**config.mk**
```make
export PLATFORM = sky130hd
export DESIGN_NAME = spherical_polygon_bounding_box_top
export DESIGN_NICKNAME = d
export VERILOG_FILES = /design/src/hw/rtl/spbb_pkg.sv /design/src/hw/rtl/spherical_polygon_bounding_box_top.sv /design/src/hw/rtl/spbb_vertex.sv /design/src/hw/rtl/spbb_accum.sv /design/src/hw/rtl/spbb_box.sv
export SDC_FILE = /design/constraint.sdc
export NUM_CORES = 2
export LEC_CHECK = 0
export ABC_AREA = 1
export BUFFER_PORTS_ARGS = -buffer_cell sky130_fd_sc_hd__buf_2
export CAP_MARGIN = 20
export CELL_PAD_IN_SITES_DETAIL_PLACEMENT = 1
export CELL_PAD_IN_SITES_GLOBAL_PLACEMENT = 1
export CORE_ASPECT_RATIO = 1.5
export CORE_MARGIN = 5
export CORE_UTILIZATION = 39
export DETAILED_ROUTE_END_ITERATION = 6
export GPL_ROUTABILITY_DRIVEN = 0
export PLACE_DENSITY = 0.74
export SYNTH_ARGS = -nofsm -noshare
export SYNTH_HDL_FRONTEND = slang
export SYNTH_HIERARCHICAL = 1
export SYNTH_SLANG_ARGS = --single-unit
```
**constraint.sdc**
```tcl
create_clock -name i_clk -period 23.7 [get_ports i_clk]
set_input_delay 3.555 -clock i_clk [delete_from_list [all_inputs] [get_ports i_clk]]
set_output_delay 3.555 -clock i_clk [all_outputs]
set_load 0.02 [all_outputs]
```
**src/hw/rtl/spbb_pkg.sv**
```systemverilog
// ----------------------------------------------------------------------------
// spbb_pkg: shared types and constants for the spherical polygon bounding box
// Field widths, angle constants in micro-degrees and the words passed
// between the vertex, accumulate and box stages.
// ----------------------------------------------------------------------------
package spbb_pkg;

    localparam int LON_W  = 30;
    localparam int LAT_W  = 28;
    localparam int TOL_W  = 20;
    localparam int SUM_W  = 40;
    localparam int STEP_W = 31;
    localparam int ARITH_W = 32;

    localparam logic [TOL_W-1:0] TOL_RESET = TOL_W'(100);

    localparam logic signed [ARITH_W-1:0] QUARTER_TURN = 32'sd90000000;
    localparam logic signed [ARITH_W-1:0] HALF_TURN    = 32'sd180000000;
    localparam logic signed [ARITH_W-1:0] TRI_QUARTER  = 32'sd270000000;
    localparam logic signed [ARITH_W-1:0] FULL_TURN    = 32'sd360000000;
    localparam logic signed [ARITH_W-1:0] FIVE_QUARTER = 32'sd450000000;

    localparam logic signed [LON_W-1:0] LON_FULL     = 30'sd360000000;
    localparam logic signed [LON_W-1:0] LON_NEG_FULL = -30'sd360000000;
    localparam logic signed [LAT_W-1:0] LAT_NORTH    = 28'sd90000000;
    localparam logic signed [LAT_W-1:0] LAT_SOUTH    = -28'sd90000000;

    localparam logic signed [SUM_W-1:0] SUM_MAX = {1'b0, {(SUM_W-1){1'b1}}};
    localparam logic signed [SUM_W-1:0] SUM_MIN = {1'b1, {(SUM_W-1){1'b0}}};

    localparam logic signed [1:0] POLE_SOUTH = -2'sd1;
    localparam logic signed [1:0] POLE_NONE  = 2'sd0;
    localparam logic signed [1:0] POLE_NORTH = 2'sd1;

    // per-vertex terms, worked out as the vertex is taken in
    typedef struct packed {
        logic signed [LON_W-1:0]  pos;   // 0..360 convention
        logic signed [LON_W-1:0]  sgn;   // -180..180 convention
        logic        [3:0]        quad;  // one-hot quadrant
        logic signed [STEP_W-1:0] step;  // wrapped longitude step
        logic signed [LAT_W-1:0]  lat;
        logic                     last;
    } t_vertex;

    // polygon state after its last vertex
    typedef struct packed {
        logic signed [LAT_W-1:0] lat_low;
        logic signed [LAT_W-1:0] lat_high;
        logic signed [LON_W-1:0] lo_pos;
        logic signed [LON_W-1:0] hi_pos;
        logic signed [LON_W-1:0] lo_sgn;
        logic signed [LON_W-1:0] hi_sgn;
        logic        [3:0]       quad;
        logic signed [SUM_W-1:0] step_sum;
        logic signed [SUM_W-1:0] lat_total;
    } t_snap;

endpackage

```
**src/hw/rtl/spherical_polygon_bounding_box_top.sv**
```systemverilog
// ----------------------------------------------------------------------------
// spherical_polygon_bounding_box_top: bounding box of a spherical polygon
// Vertex words in, one box word out per polygon on its last vertex.
// ----------------------------------------------------------------------------
// Input channel: i_valid / o_stall carry one vertex word (longitude and
// latitude in signed micro-degrees, a last-vertex mark). Output channel:
// o_valid / i_stall carry one box word per polygon, sent for its marked
// vertex. A word moves at a clock edge with valid high and stall low.
// Throughput is one vertex per cycle unless a last vertex is held: vertex
// register, accumulator and box register are each one stage and each takes
// a new word every cycle unless stalled. From the edge that takes the last
// vertex, its state goes into the accumulator snapshot, then the box register.
// Vertices that are not last keep flowing while a box word waits on a stalled
// output; a further last vertex waits in the vertex register, holding the
// input, only once the snapshot and the box register both hold a word.
// The pole tolerance is written with i_cfg_we / i_cfg_wdata; write it only
// while no polygon is in flight.
// Reset (i_rst_n low at an edge) empties all stages, clears the polygon
// state and sets the pole tolerance to 100 micro-degrees.
// ----------------------------------------------------------------------------
module spherical_polygon_bounding_box_top (
    input  logic                                 i_clk,
    input  logic                                 i_rst_n,
    input  logic                                 i_valid,
    output logic                                 o_stall,
    input  logic signed [spbb_pkg::LON_W-1:0]    i_vertex_lon,
    input  logic signed [spbb_pkg::LAT_W-1:0]    i_vertex_lat,
    input  logic                                 i_last_vertex,
    input  logic                                 i_cfg_we,
    input  logic [spbb_pkg::TOL_W-1:0]           i_cfg_wdata,
    output logic                                 o_valid,
    input  logic                                 i_stall,
    output logic signed [spbb_pkg::LON_W-1:0]    o_west_lon,
    output logic signed [spbb_pkg::LON_W-1:0]    o_east_lon,
    output logic signed [spbb_pkg::LAT_W-1:0]    o_south_lat,
    output logic signed [spbb_pkg::LAT_W-1:0]    o_north_lat,
    output logic signed [1:0]                    o_pole_code
);

    logic [spbb_pkg::TOL_W-1:0] r_pole_tolerance;

    logic              vtx_valid;
    spbb_pkg::t_vertex vtx_word;
    logic              vtx_take;
    logic              snap_valid;
    spbb_pkg::t_snap   snap;
    logic              snap_take;

    always_ff @(posedge i_clk) begin
        if (!i_rst_n) begin
            r_pole_tolerance <= spbb_pkg::TOL_RESET;
        end else if (i_cfg_we) begin
            r_pole_tolerance <= i_cfg_wdata;
        end
    end

    spbb_vertex u_vertex (
        .i_clk         (i_clk),
        .i_rst_n       (i_rst_n),
        .i_valid       (i_valid),
        .o_stall       (o_stall),
        .i_vertex_lon  (i_vertex_lon),
        .i_vertex_lat  (i_vertex_lat),
        .i_last_vertex (i_last_vertex),
        .i_take        (vtx_take),
        .o_valid       (vtx_valid),
        .o_word        (vtx_word)
    );

    spbb_accum u_accum (
        .i_clk        (i_clk),
        .i_rst_n      (i_rst_n),
        .i_valid      (vtx_valid),
        .i_word       (vtx_word),
        .o_take       (vtx_take),
        .i_snap_take  (snap_take),
        .o_snap_valid (snap_valid),
        .o_snap       (snap)
    );

    spbb_box u_box (
        .i_clk            (i_clk),
        .i_rst_n          (i_rst_n),
        .i_snap_valid     (snap_valid),
        .i_snap           (snap),
        .o_snap_take      (snap_take),
        .i_pole_tolerance (r_pole_tolerance),
        .o_valid          (o_valid),
        .i_stall          (i_stall),
        .o_west_lon       (o_west_lon),
        .o_east_lon       (o_east_lon),
        .o_south_lat      (o_south_lat),
        .o_north_lat      (o_north_lat),
        .o_pole_code      (o_pole_code)
    );

endmodule

```
**src/hw/rtl/spbb_vertex.sv**
```systemverilog
// ----------------------------------------------------------------------------
// spbb_vertex: vertex input register
// Takes a vertex word, normalizes its longitude, finds its quadrant and the
// wrapped step from the previous longitude, and holds the result.
// ----------------------------------------------------------------------------
module spbb_vertex (
    input  logic                                 i_clk,
    input  logic                                 i_rst_n,
    input  logic                                 i_valid,
    output logic                                 o_stall,
    input  logic signed [spbb_pkg::LON_W-1:0]    i_vertex_lon,
    input  logic signed [spbb_pkg::LAT_W-1:0]    i_vertex_lat,
    input  logic                                 i_last_vertex,
    input  logic                                 i_take,
    output logic                                 o_valid,
    output spbb_pkg::t_vertex                    o_word
);

    logic                                    r_valid;
    spbb_pkg::t_vertex                       r_word;
    logic signed [spbb_pkg::LON_W-1:0]       r_prev_lon;
    spbb_pkg::t_vertex                       n_word;

    logic signed [spbb_pkg::ARITH_W-1:0] lon_x;
    logic signed [spbb_pkg::ARITH_W-1:0] prev_x;
    logic signed [spbb_pkg::ARITH_W-1:0] p_once;
    logic signed [spbb_pkg::ARITH_W-1:0] p_pos;
    logic signed [spbb_pkg::ARITH_W-1:0] p_sgn;
    logic signed [spbb_pkg::ARITH_W-1:0] diff;
    logic signed [spbb_pkg::ARITH_W-1:0] adiff;
    logic signed [spbb_pkg::ARITH_W-1:0] wrap;
    logic signed [spbb_pkg::ARITH_W-1:0] mag;
    logic signed [spbb_pkg::ARITH_W-1:0] step;
    logic        [2:0]                   qcnt;
    logic                                accept;

    assign accept  = i_valid && !o_stall;
    assign o_stall = r_valid && !i_take;
    assign o_valid = r_valid;
    assign o_word  = r_word;

    always_comb begin
        lon_x  = {{(spbb_pkg::ARITH_W-spbb_pkg::LON_W){i_vertex_lon[spbb_pkg::LON_W-1]}},
                  i_vertex_lon};
        prev_x = {{(spbb_pkg::ARITH_W-spbb_pkg::LON_W){r_prev_lon[spbb_pkg::LON_W-1]}},
                  r_prev_lon};

        // at most two turns bring any input into the non-negative range
        p_once = (lon_x < 0) ? lon_x + spbb_pkg::FULL_TURN : lon_x;
        p_pos  = (p_once < 0) ? p_once + spbb_pkg::FULL_TURN : p_once;
        p_sgn  = (p_pos > spbb_pkg::HALF_TURN) ? p_pos - spbb_pkg::FULL_TURN : p_pos;

        // quadrant is floor(p / 90 deg) modulo 4
        qcnt = 3'(p_pos >= spbb_pkg::QUARTER_TURN) + 3'(p_pos >= spbb_pkg::HALF_TURN)
             + 3'(p_pos >= spbb_pkg::TRI_QUARTER) + 3'(p_pos >= spbb_pkg::FULL_TURN)
             + 3'(p_pos >= spbb_pkg::FIVE_QUARTER);

        diff  = lon_x - prev_x;
        adiff = (diff < 0) ? -diff : diff;
        wrap  = spbb_pkg::FULL_TURN - adiff;
        mag   = (wrap < 0) ? -wrap : wrap;
        if (adiff > spbb_pkg::HALF_TURN) begin
            step = (diff > 0) ? -mag : mag;
        end else begin
            step = diff;
        end

        n_word.pos  = p_pos[spbb_pkg::LON_W-1:0];
        n_word.sgn  = p_sgn[spbb_pkg::LON_W-1:0];
        n_word.quad = 4'b0001 << qcnt[1:0];
        n_word.step = step[spbb_pkg::STEP_W-1:0];
        n_word.lat  = i_vertex_lat;
        n_word.last = i_last_vertex;
    end

    always_ff @(posedge i_clk) begin
        if (!i_rst_n) begin
            r_valid    <= 1'b0;
            r_prev_lon <= '0;
        end else begin
            if (accept) begin
                r_valid    <= 1'b1;
                r_prev_lon <= i_vertex_lon;
            end else if (i_take) begin
                r_valid <= 1'b0;
            end
        end
    end

    always_ff @(posedge i_clk) begin
        if (accept) begin
            r_word <= n_word;
        end
    end

endmodule

```
**src/hw/rtl/spbb_accum.sv**
```systemverilog
// ----------------------------------------------------------------------------
// spbb_accum: polygon accumulator
// Folds vertices after the first into extents, quadrant flags and sums; on the
// last vertex hands the finished state to the box stage and clears.
// ----------------------------------------------------------------------------
module spbb_accum (
    input  logic               i_clk,
    input  logic               i_rst_n,
    input  logic               i_valid,
    input  spbb_pkg::t_vertex  i_word,
    output logic               o_take,
    input  logic               i_snap_take,
    output logic               o_snap_valid,
    output spbb_pkg::t_snap    o_snap
);

    logic            r_have_first;
    spbb_pkg::t_snap r_state;
    spbb_pkg::t_snap n_state;
    spbb_pkg::t_snap r_snap;
    logic            r_snap_valid;
    spbb_pkg::t_snap clear_state;

    logic signed [spbb_pkg::SUM_W:0]   step_add;
    logic signed [spbb_pkg::SUM_W:0]   lat_add;
    logic signed [spbb_pkg::SUM_W-1:0] step_sat;
    logic signed [spbb_pkg::SUM_W-1:0] lat_sat;

    assign o_take       = i_valid && (!i_word.last || !r_snap_valid || i_snap_take);
    assign o_snap_valid = r_snap_valid;
    assign o_snap       = r_snap;

    always_comb begin
        clear_state           = '0;
        clear_state.lo_pos    = spbb_pkg::LON_FULL;
        clear_state.hi_pos    = spbb_pkg::LON_NEG_FULL;
        clear_state.lo_sgn    = spbb_pkg::LON_FULL;
        clear_state.hi_sgn    = spbb_pkg::LON_NEG_FULL;
    end

    always_comb begin
        step_add = {r_state.step_sum[spbb_pkg::SUM_W-1], r_state.step_sum}
                 + {{(spbb_pkg::SUM_W+1-spbb_pkg::STEP_W){i_word.step[spbb_pkg::STEP_W-1]}},
                    i_word.step};
        lat_add  = {r_state.lat_total[spbb_pkg::SUM_W-1], r_state.lat_total}
                 + {{(spbb_pkg::SUM_W+1-spbb_pkg::LAT_W){i_word.lat[spbb_pkg::LAT_W-1]}},
                    i_word.lat};

        // saturate where the top two bits disagree
        if (step_add[spbb_pkg::SUM_W] != step_add[spbb_pkg::SUM_W-1]) begin
            step_sat = step_add[spbb_pkg::SUM_W] ? spbb_pkg::SUM_MIN : spbb_pkg::SUM_MAX;
        end else begin
            step_sat = step_add[spbb_pkg::SUM_W-1:0];
        end
        if (lat_add[spbb_pkg::SUM_W] != lat_add[spbb_pkg::SUM_W-1]) begin
            lat_sat = lat_add[spbb_pkg::SUM_W] ? spbb_pkg::SUM_MIN : spbb_pkg::SUM_MAX;
        end else begin
            lat_sat = lat_add[spbb_pkg::SUM_W-1:0];
        end

        n_state = r_state;
        if (!r_have_first) begin
            // first vertex seeds the latitude extent only
            n_state.lat_low  = i_word.lat;
            n_state.lat_high = i_word.lat;
        end else begin
            if (i_word.pos < r_state.lo_pos) n_state.lo_pos = i_word.pos;
            if (i_word.pos > r_state.hi_pos) n_state.hi_pos = i_word.pos;
            if (i_word.sgn < r_state.lo_sgn) n_state.lo_sgn = i_word.sgn;
            if (i_word.sgn > r_state.hi_sgn) n_state.hi_sgn = i_word.sgn;
            if (i_word.lat < r_state.lat_low) n_state.lat_low = i_word.lat;
            if (i_word.lat > r_state.lat_high) n_state.lat_high = i_word.lat;
            n_state.quad      = r_state.quad | i_word.quad;
            n_state.step_sum  = step_sat;
            n_state.lat_total = lat_sat;
        end
    end

    always_ff @(posedge i_clk) begin
        if (!i_rst_n) begin
            r_have_first <= 1'b0;
            r_state      <= clear_state;
            r_snap_valid <= 1'b0;
        end else begin
            if (o_take) begin
                if (i_word.last) begin
                    r_have_first <= 1'b0;
                    r_state      <= clear_state;
                    r_snap_valid <= 1'b1;
                end else begin
                    r_have_first <= 1'b1;
                    r_state      <= n_state;
                    if (i_snap_take) r_snap_valid <= 1'b0;
                end
            end else if (i_snap_take) begin
                r_snap_valid <= 1'b0;
            end
        end
    end

    always_ff @(posedge i_clk) begin
        if (o_take && i_word.last) begin
            r_snap <= n_state;
        end
    end

endmodule

```
**src/hw/rtl/spbb_box.sv**
```systemverilog
// ----------------------------------------------------------------------------
// spbb_box: box builder and result register
// Runs the pole test on the finished polygon state, picks the longitude
// convention from the quadrant flags and spans and holds the result word.
// ----------------------------------------------------------------------------
module spbb_box (
    input  logic                                  i_clk,
    input  logic                                  i_rst_n,
    input  logic                                  i_snap_valid,
    input  spbb_pkg::t_snap                       i_snap,
    output logic                                  o_snap_take,
    input  logic [spbb_pkg::TOL_W-1:0]            i_pole_tolerance,
    output logic                                  o_valid,
    input  logic                                  i_stall,
    output logic signed [spbb_pkg::LON_W-1:0]     o_west_lon,
    output logic signed [spbb_pkg::LON_W-1:0]     o_east_lon,
    output logic signed [spbb_pkg::LAT_W-1:0]     o_south_lat,
    output logic signed [spbb_pkg::LAT_W-1:0]     o_north_lat,
    output logic signed [1:0]                     o_pole_code
);

    logic                                r_valid;
    logic signed [spbb_pkg::LON_W-1:0]   r_west;
    logic signed [spbb_pkg::LON_W-1:0]   r_east;
    logic signed [spbb_pkg::LAT_W-1:0]   r_south;
    logic signed [spbb_pkg::LAT_W-1:0]   r_north;
    logic signed [1:0]                   r_pole;

    logic signed [spbb_pkg::LON_W-1:0]   n_west;
    logic signed [spbb_pkg::LON_W-1:0]   n_east;
    logic signed [spbb_pkg::LAT_W-1:0]   n_south;
    logic signed [spbb_pkg::LAT_W-1:0]   n_north;
    logic signed [1:0]                   n_pole;

    logic signed [spbb_pkg::SUM_W:0]     sum_x;
    logic signed [spbb_pkg::SUM_W:0]     sum_abs;
    logic signed [spbb_pkg::SUM_W:0]     dev;
    logic signed [spbb_pkg::SUM_W:0]     dev_abs;
    logic                                pole_hit;
    logic signed [spbb_pkg::LON_W:0]     span_pos;
    logic signed [spbb_pkg::LON_W:0]     span_sgn;
    logic [2:0]                          nq;
    logic                                use_signed;
    logic signed [spbb_pkg::ARITH_W-1:0] w;
    logic signed [spbb_pkg::ARITH_W-1:0] e;
    logic signed [spbb_pkg::ARITH_W-1:0] w_adj;
    logic signed [spbb_pkg::ARITH_W-1:0] w_fin;
    logic signed [spbb_pkg::ARITH_W-1:0] e_fin;

    assign o_snap_take = i_snap_valid && (!r_valid || !i_stall);
    assign o_valid     = r_valid;
    assign o_west_lon  = r_west;
    assign o_east_lon  = r_east;
    assign o_south_lat = r_south;
    assign o_north_lat = r_north;
    assign o_pole_code = r_pole;

    always_comb begin
        sum_x   = {i_snap.step_sum[spbb_pkg::SUM_W-1], i_snap.step_sum};
        sum_abs = (sum_x < 0) ? -sum_x : sum_x;
        dev     = sum_abs - (spbb_pkg::SUM_W+1)'(spbb_pkg::FULL_TURN);
        dev_abs = (dev < 0) ? -dev : dev;
        pole_hit = (dev_abs <= $signed({1'b0, (spbb_pkg::SUM_W)'(i_pole_tolerance)}));

        span_pos = {i_snap.hi_pos[spbb_pkg::LON_W-1], i_snap.hi_pos}
                 - {i_snap.lo_pos[spbb_pkg::LON_W-1], i_snap.lo_pos};
        span_sgn = {i_snap.hi_sgn[spbb_pkg::LON_W-1], i_snap.hi_sgn}
                 - {i_snap.lo_sgn[spbb_pkg::LON_W-1], i_snap.lo_sgn};
        nq = 3'(i_snap.quad[0]) + 3'(i_snap.quad[1]) + 3'(i_snap.quad[2])
           + 3'(i_snap.quad[3]);

        // straddling zero favors -180..180, straddling 180 favors 0..360;
        // opposite quadrants go to the narrower span
        if (i_snap.quad[0] && i_snap.quad[3]) begin
            use_signed = 1'b1;
        end else if (i_snap.quad[1] && i_snap.quad[2]) begin
            use_signed = 1'b0;
        end else if (nq == 3'd2 && ((i_snap.quad[0] && i_snap.quad[2]) ||
                                    (i_snap.quad[1] && i_snap.quad[3]))) begin
            use_signed = !(span_pos < span_sgn);
        end else begin
            use_signed = 1'b0;
        end

        if (use_signed) begin
            w = {{(spbb_pkg::ARITH_W-spbb_pkg::LON_W){i_snap.lo_sgn[spbb_pkg::LON_W-1]}},
                 i_snap.lo_sgn};
            e = {{(spbb_pkg::ARITH_W-spbb_pkg::LON_W){i_snap.hi_sgn[spbb_pkg::LON_W-1]}},
                 i_snap.hi_sgn};
        end else begin
            w = {{(spbb_pkg::ARITH_W-spbb_pkg::LON_W){i_snap.lo_pos[spbb_pkg::LON_W-1]}},
                 i_snap.lo_pos};
            e = {{(spbb_pkg::ARITH_W-spbb_pkg::LON_W){i_snap.hi_pos[spbb_pkg::LON_W-1]}},
                 i_snap.hi_pos};
        end
        w_adj = (w > e) ? w - spbb_pkg::FULL_TURN : w;
        if (w_adj < 0 && e < 0) begin
            w_fin = w_adj + spbb_pkg::FULL_TURN;
            e_fin = e + spbb_pkg::FULL_TURN;
        end else begin
            w_fin = w_adj;
            e_fin = e;
        end

        n_south = i_snap.lat_low;
        n_north = i_snap.lat_high;
        if (pole_hit) begin
            if (i_snap.lat_total < 0) begin
                n_pole  = spbb_pkg::POLE_SOUTH;
                n_south = spbb_pkg::LAT_SOUTH;
            end else begin
                n_pole  = spbb_pkg::POLE_NORTH;
                n_north = spbb_pkg::LAT_NORTH;
            end
            n_west = '0;
            n_east = spbb_pkg::LON_FULL;
        end else begin
            n_pole = spbb_pkg::POLE_NONE;
            n_west = w_fin[spbb_pkg::LON_W-1:0];
            n_east = e_fin[spbb_pkg::LON_W-1:0];
        end
    end

    always_ff @(posedge i_clk) begin
        if (!i_rst_n) begin
            r_valid <= 1'b0;
        end else begin
            if (o_snap_take) begin
                r_valid <= 1'b1;
            end else if (!i_stall) begin
                r_valid <= 1'b0;
            end
        end
    end

    always_ff @(posedge i_clk) begin
        if (o_snap_take) begin
            r_west  <= n_west;
            r_east  <= n_east;
            r_south <= n_south;
            r_north <= n_north;
            r_pole  <= n_pole;
        end
    end

endmodule
```
# Word-level counts from Yosys, hierarchy flattened

Index checks and enable logic that the tools add are counted.

Add/subtract/negate cells: 25
Order comparisons: 26
Equality and inequality tests: 4
Shift operators: 1
Multiplexer cells: 43
Bitwise operators: 1
Reductions and logical operators: 23

Operators by type and width:

| operator               | count |
|---|---|
| $mux 260               | 1 |
| $mux 30                | 7 |
| $mux 204               | 1 |
| $mux 32                | 6 |
| $mux 28                | 6 |
| $mux 40                | 4 |
| $lt 32x1->1 const B    | 4 |
| $ge 32x30->1 const B   | 3 |
| $mux 31                | 3 |
| $sub 30x30->31         | 3 |
| $mux 41                | 2 |
| $lt 40x1->1 const B    | 2 |
| $gt 32x29->1 const B   | 2 |
| $neg 31->31            | 2 |
| $add 30x30->30 const B | 2 |
| $gt 30x30->1           | 2 |
| $lt 30x30->1           | 2 |
| $mux 56                | 1 |
| $add 40x28->41         | 1 |
| $add 40x31->41         | 1 |
| $le 41x21->1           | 1 |
| $lt 41x1->1 const B    | 1 |
| $neg 40->41            | 1 |
| $neg 41->41            | 1 |
| other kinds (30)       | 64 |

Flip-flop bits (word level): 816
Bits of input ports: 84
Output and inout port bits: 120
Word-level logic and storage cells: 158

# Logic depth before layout (Yosys ltp)

Word-level depth: 14
Gate-level depth with buffers: 73
Mapped depth without buffers: 68

# By module

The synthesis kept the hierarchy.

Modules (own cells, without submodules):

| module                             | instances | cells an instance | area an instance (um^2) | sequential area each (um^2) |
|---|---|---|---|---|
| spbb_accum                         | 1         | 4443              | 33030.4                 | 13052.5 |
| spbb_box                           | 1         | 2541              | 16044.1                 | 3563.4 |
| spbb_vertex                        | 1         | 2293              | 14515.2                 | 4073.9 |
| spherical_polygon_bounding_box_top | 1         | 121               | 805.8                   | 400.4 |

# Worst setup path after synthesis

Ideal clock, no wire load.

Kind: input to register
Start: input i_stall
End: register u_accum.r_snap, in the netlist u_accum/o_snap[0] (enable)
Library setup time: 0.612 ns
Arrival time: 15.115 ns
Data required time: 23.088 ns
Path slack: 7.973 ns
Stages on the path: 7
Buffers on the path: 0
Cells stage by stage: a21oi_1 nor2_1 nand2_1 nand2_1 clkinv_1 nand2_1 inv_1

Word-level cells in the longest chain between the ends: 6

Ends and longest elaborated chain:

| item                 | RTL line                                 | text |
|---|---|---|
| from (decl)          | spherical_polygon_bounding_box_top.sv:32 | `input logic i_stall,` |
| $logic_not 1->1      | spbb_box.sv:50                           | `assign o_snap_take = i_snap_valid && (!r_valid \|\| !i_stall);` |
| $logic_or 1x1->1     | spbb_box.sv:50                           |  |
| $logic_and 1x1->1    | spbb_box.sv:50                           |  |
| $logic_or 1x1->1     | spbb_accum.sv:29                         | `assign o_take = i_valid && (!i_word.last \|\| !r_snap_valid \|\| i_snap_take);` |
| $logic_and 1x1->1    | spbb_accum.sv:29                         |  |
| $logic_and 1x1->1    | spbb_accum.sv:102                        | `if (o_take && i_word.last) begin` |
| to (signal assigned) | spbb_accum.sv:103                        | `r_snap <= n_state;` |
| to (decl)            | spbb_accum.sv:20                         | `spbb_pkg::t_snap r_snap;` |

Every way passes these cells.
A chain may end at the register's enable or synchronous reset.

# Worst setup path in the final report

Start: register u_accum.r_snap, in the netlist u_accum/o_snap[86]
End: register u_box.r_west, in the netlist u_box/o_west_lon[23] (data pin)

Word-level cells in the longest chain between the ends: 12
Elaborated cells on any way between the ends: 16
Classes of those cells: add/sub (3); order compare (4); mux (7); reduce/logical (2)

Ends and longest elaborated chain:

| item                                                  | RTL line        | text |
|---|---|---|
| $sub 30x30->31                                        | spbb_box.sv:68  | `- {i_snap.lo_sgn[spbb_pkg::LON_W-1], i_snap.lo_sgn};` |
| $lt 31x31->1                                          | spbb_box.sv:80  | `use_signed = !(span_pos < span_sgn);` |
| $logic_not 1->1                                       | spbb_box.sv:80  |  |
| $mux 1                                                | spbb_box.sv:78  | `end else if (nq == 3'd2 && ((i_snap.quad[0] && i_snap.quad[2]) \|\|` |
| $mux 1                                                | spbb_box.sv:76  | `end else if (i_snap.quad[1] && i_snap.quad[2]) begin` |
| $mux 1                                                | spbb_box.sv:74  | `if (i_snap.quad[0] && i_snap.quad[3]) begin` |
| $mux 32                                               | spbb_box.sv:85  | `if (use_signed) begin` |
| $sub 32x30->32 / $gt 32x32->1 (equally long branches) | spbb_box.sv:96  | `w_adj = (w > e) ? w - spbb_pkg::FULL_TURN : w;` |
| $mux 32                                               | spbb_box.sv:96  |  |
| $lt 32x1->1                                           | spbb_box.sv:97  | `if (w_adj < 0 && e < 0) begin` |
| $logic_and 1x1->1                                     | spbb_box.sv:97  |  |
| $mux 30 *                                             | spbb_box.sv:97  |  |
| to (signal assigned)                                  | spbb_box.sv:138 | `r_west <= n_west;` |
| to (decl)                                             | spbb_box.sv:23  | `logic signed [spbb_pkg::LON_W-1:0] r_west;` |

Every way passes the cells marked *; elsewhere a longest branch is shown, timed or not.

==> impl_metrics.toml <==
[status]
status = "finished, final reports clean"

[cts]
cts.sink_count = 768
clk_latency_ps = 710
htreeDepth = 3
cts_buffers = 84
clockBufferDepth = 3
root_buffer = "clkbuf_16"
tritoncts = "yes"
postCtsHoldBufs = 0
post_cts_buffers = 0
post_cts_resized = 0
clkTransAtPathRegs_ps = 60

[sta]
hold_violations = 0
fmax_mhz = 89.1
finalSetupTns_ps = 0
setup_viol = 0
drv_slew = 0
finalWorstPathRequiredPeriod_ps = 11220
finalCritPeriodShare_pct = 47.4
fin_skew_ps = 30.2
tightest_slew_ps = 1140
rsz0062_at_grt = "no"
fin_hold_ws_ps = 465
max_slew_margin_pct = 23.9

[finish]
drive_gt1_share_pct = 9.00
area_growth_pct = 8.94
final_cells = 11551
stdcell_area_sq_um = 68600
nets = 9917

[critical_path]
slowest_delay_ps = 630
path_max_fanout = 76
worstSetupStartpointType = "register"
cp.buffers_inverters = 4
crit_arrival_ps = 11680
crit_top_cell = "nand2_1"
endpoint_kind = "register"
crit_type = "register to register"
slowest_stage = "buf_4"
worst_ep_required_time_ps = 24160
cp_top_family = "compound AO/OA/AOI/OAI gates"

[route]
vias_per_cell = 5.33
wl_per_cell_um = 19.0
routed_wl_mm = 220
drc_errors = 0
drt_iter0_markers = 2859
antenna_left = 0
drt_first_pass_iters = 7
vias = 61608

[floorplan]
fp.coreArea_sq_um = 161000
die_y_um = 502
die_w_um = 338
dieArea_sq_um = 170000
initial_core_util_pct = 39.2
num_rows = 180
ios = 204

[global_route]
grt_pass1_wl_mm = 345
grt_pass1_vias = 65190
grt_antenna_before_repair = 4
grt_usage_pct = 25.0
globalRouteOverflowTotal = 0
grt_max_degree = 180

[synthesis]
synth.avg_cell_area_sq_um = 6.76
syn_area_sq_um = 63000
syn_inst = 9322
yosys_warnings = 6
synthesis.nets = 9855

[power]
power_density_nw_per_um2 = 73.0
power.switching_mw = 2.09
intPower_mw = 2.92
finalPower_mw = 5.01
switching_share_pct = 41.6
power.clock.fraction_pct = 27.8
pwr-share-comb_pct = 39.7
peakVddDrop_mv = 0.0576
leakagePower_nw = 33.0
sequentialPowerShare_pct = 32.4

[placement]
port_buffers = 203
dp.cells = 11391
dp_hpwl_mm = 174
place_area_sq_um = 65700

[worst_hold_path]
hold_class = "register to register"

[flow_run]
maxCapViolCount = 0
layer usage:
metal  global-route usage [%]  vias to the layer above  share of wire [%]
li1                         -                    30252                  -
met1                     26.4                    29690                 39
met2                     47.6                     1111                 51
met3                     2.59                      553                3.0
met4                     15.6                        2                6.9
met5                        0                        -             0.0068
registers in the layout, summed over array words and instances (netlist names), 20 cells and up:
signal and flops:
u_box/o_north_lat 28, u_vertex/r_prev_lon 30, u_box/o_south_lat 28, r_pole_tolerance 20, u_accum/o_snap 221, u_box/o_west_lon 30
u_accum/r_state 260, u_box/o_east_lon 30, u_vertex/o_word 115
layout by cell type (no fill, tap or decap), types with 14 or more instances in the layout:
cell / n
inv_2: 48
nor2_2: 39
clkbuf_16: 86
a21oi_2: 17
o211ai_1: 15
ha_1: 441
nand3b_1: 55
or2_2: 102
edfxtp_1: 454
o21ai_1: 40
a21o_1: 14
buf_4: 44
a21oi_1: 541
nor4_1: 14
clkinv_1: 17
nand2_2: 131
xnor2_1: 46
nor2_1: 628
nand3_1: 930
o21ai_0: 302
nand2_1: 2771
xor2_1: 152
nand3_2: 47
nor2_4: 26
clkinv_2: 18
buf_2: 202
dfxtp_1: 313
a21boi_0: 16
and2_1: 177
o21bai_1: 22
nor3_1: 64
nand4_1: 197
inv_1: 1319
area by class of cell:
| cell class | count | area, sq um |
|---|---|---|
| flip-flops and latches | 768 | 19900 |
| multi-input cells | 6899 | 36600 |
| repair buffers | 248 | 1380 |
| diodes | 2 | 5.00 |
| clock buffers | 104 | 2270 |
| inverters | 1383 | 5210 |
| fillers | 20879 | 92000 |
| well taps | 2093 | 2620 |
| clock inverters | 54 | 621 |
worst min-delay path, stage by stage, from the launching register on:
cell     delay, ps
dfxtp_1        300
inv_1           60
a21oi_1         60
power groups by stage:
stage	registers [mW]	logic (mW)	clock network, mW
detailed placement	1.65	1.99	0
floorplan	1.64	1.41	0
CTS	1.62	1.99	1.44
global route	1.63	2.22	1.49
finish	1.62	1.99	1.39
global placement	1.65	1.91	0
path summary, 6_finish.rpt:
check	from	cells after the start	endpoint	slack [ps]
hold reg to reg	u_vertex/r_prev_lon[6]	2	u_vertex/r_prev_lon[6]	460
hold / removal	u_vertex/r_prev_lon[6]	2	u_vertex/r_prev_lon[6]	460
setup reg to reg	u_accum/o_snap[86]	55	u_box/o_west_lon[23]	12480
setup / recovery	u_accum/o_snap[86]	55	u_box/o_west_lon[23]	12480
metrics by stage:
step / worst slack [ps] / util [%]
final: 12480 / 42.7
after floorplan: 8760 / -
after detailed placement: 12580 / 40.9
after CTS: 12540 / 42.7
after global placement: 12910 / 40.9
after global routing: 11210 / 42.7
Power figures use the tool's default switching activity.
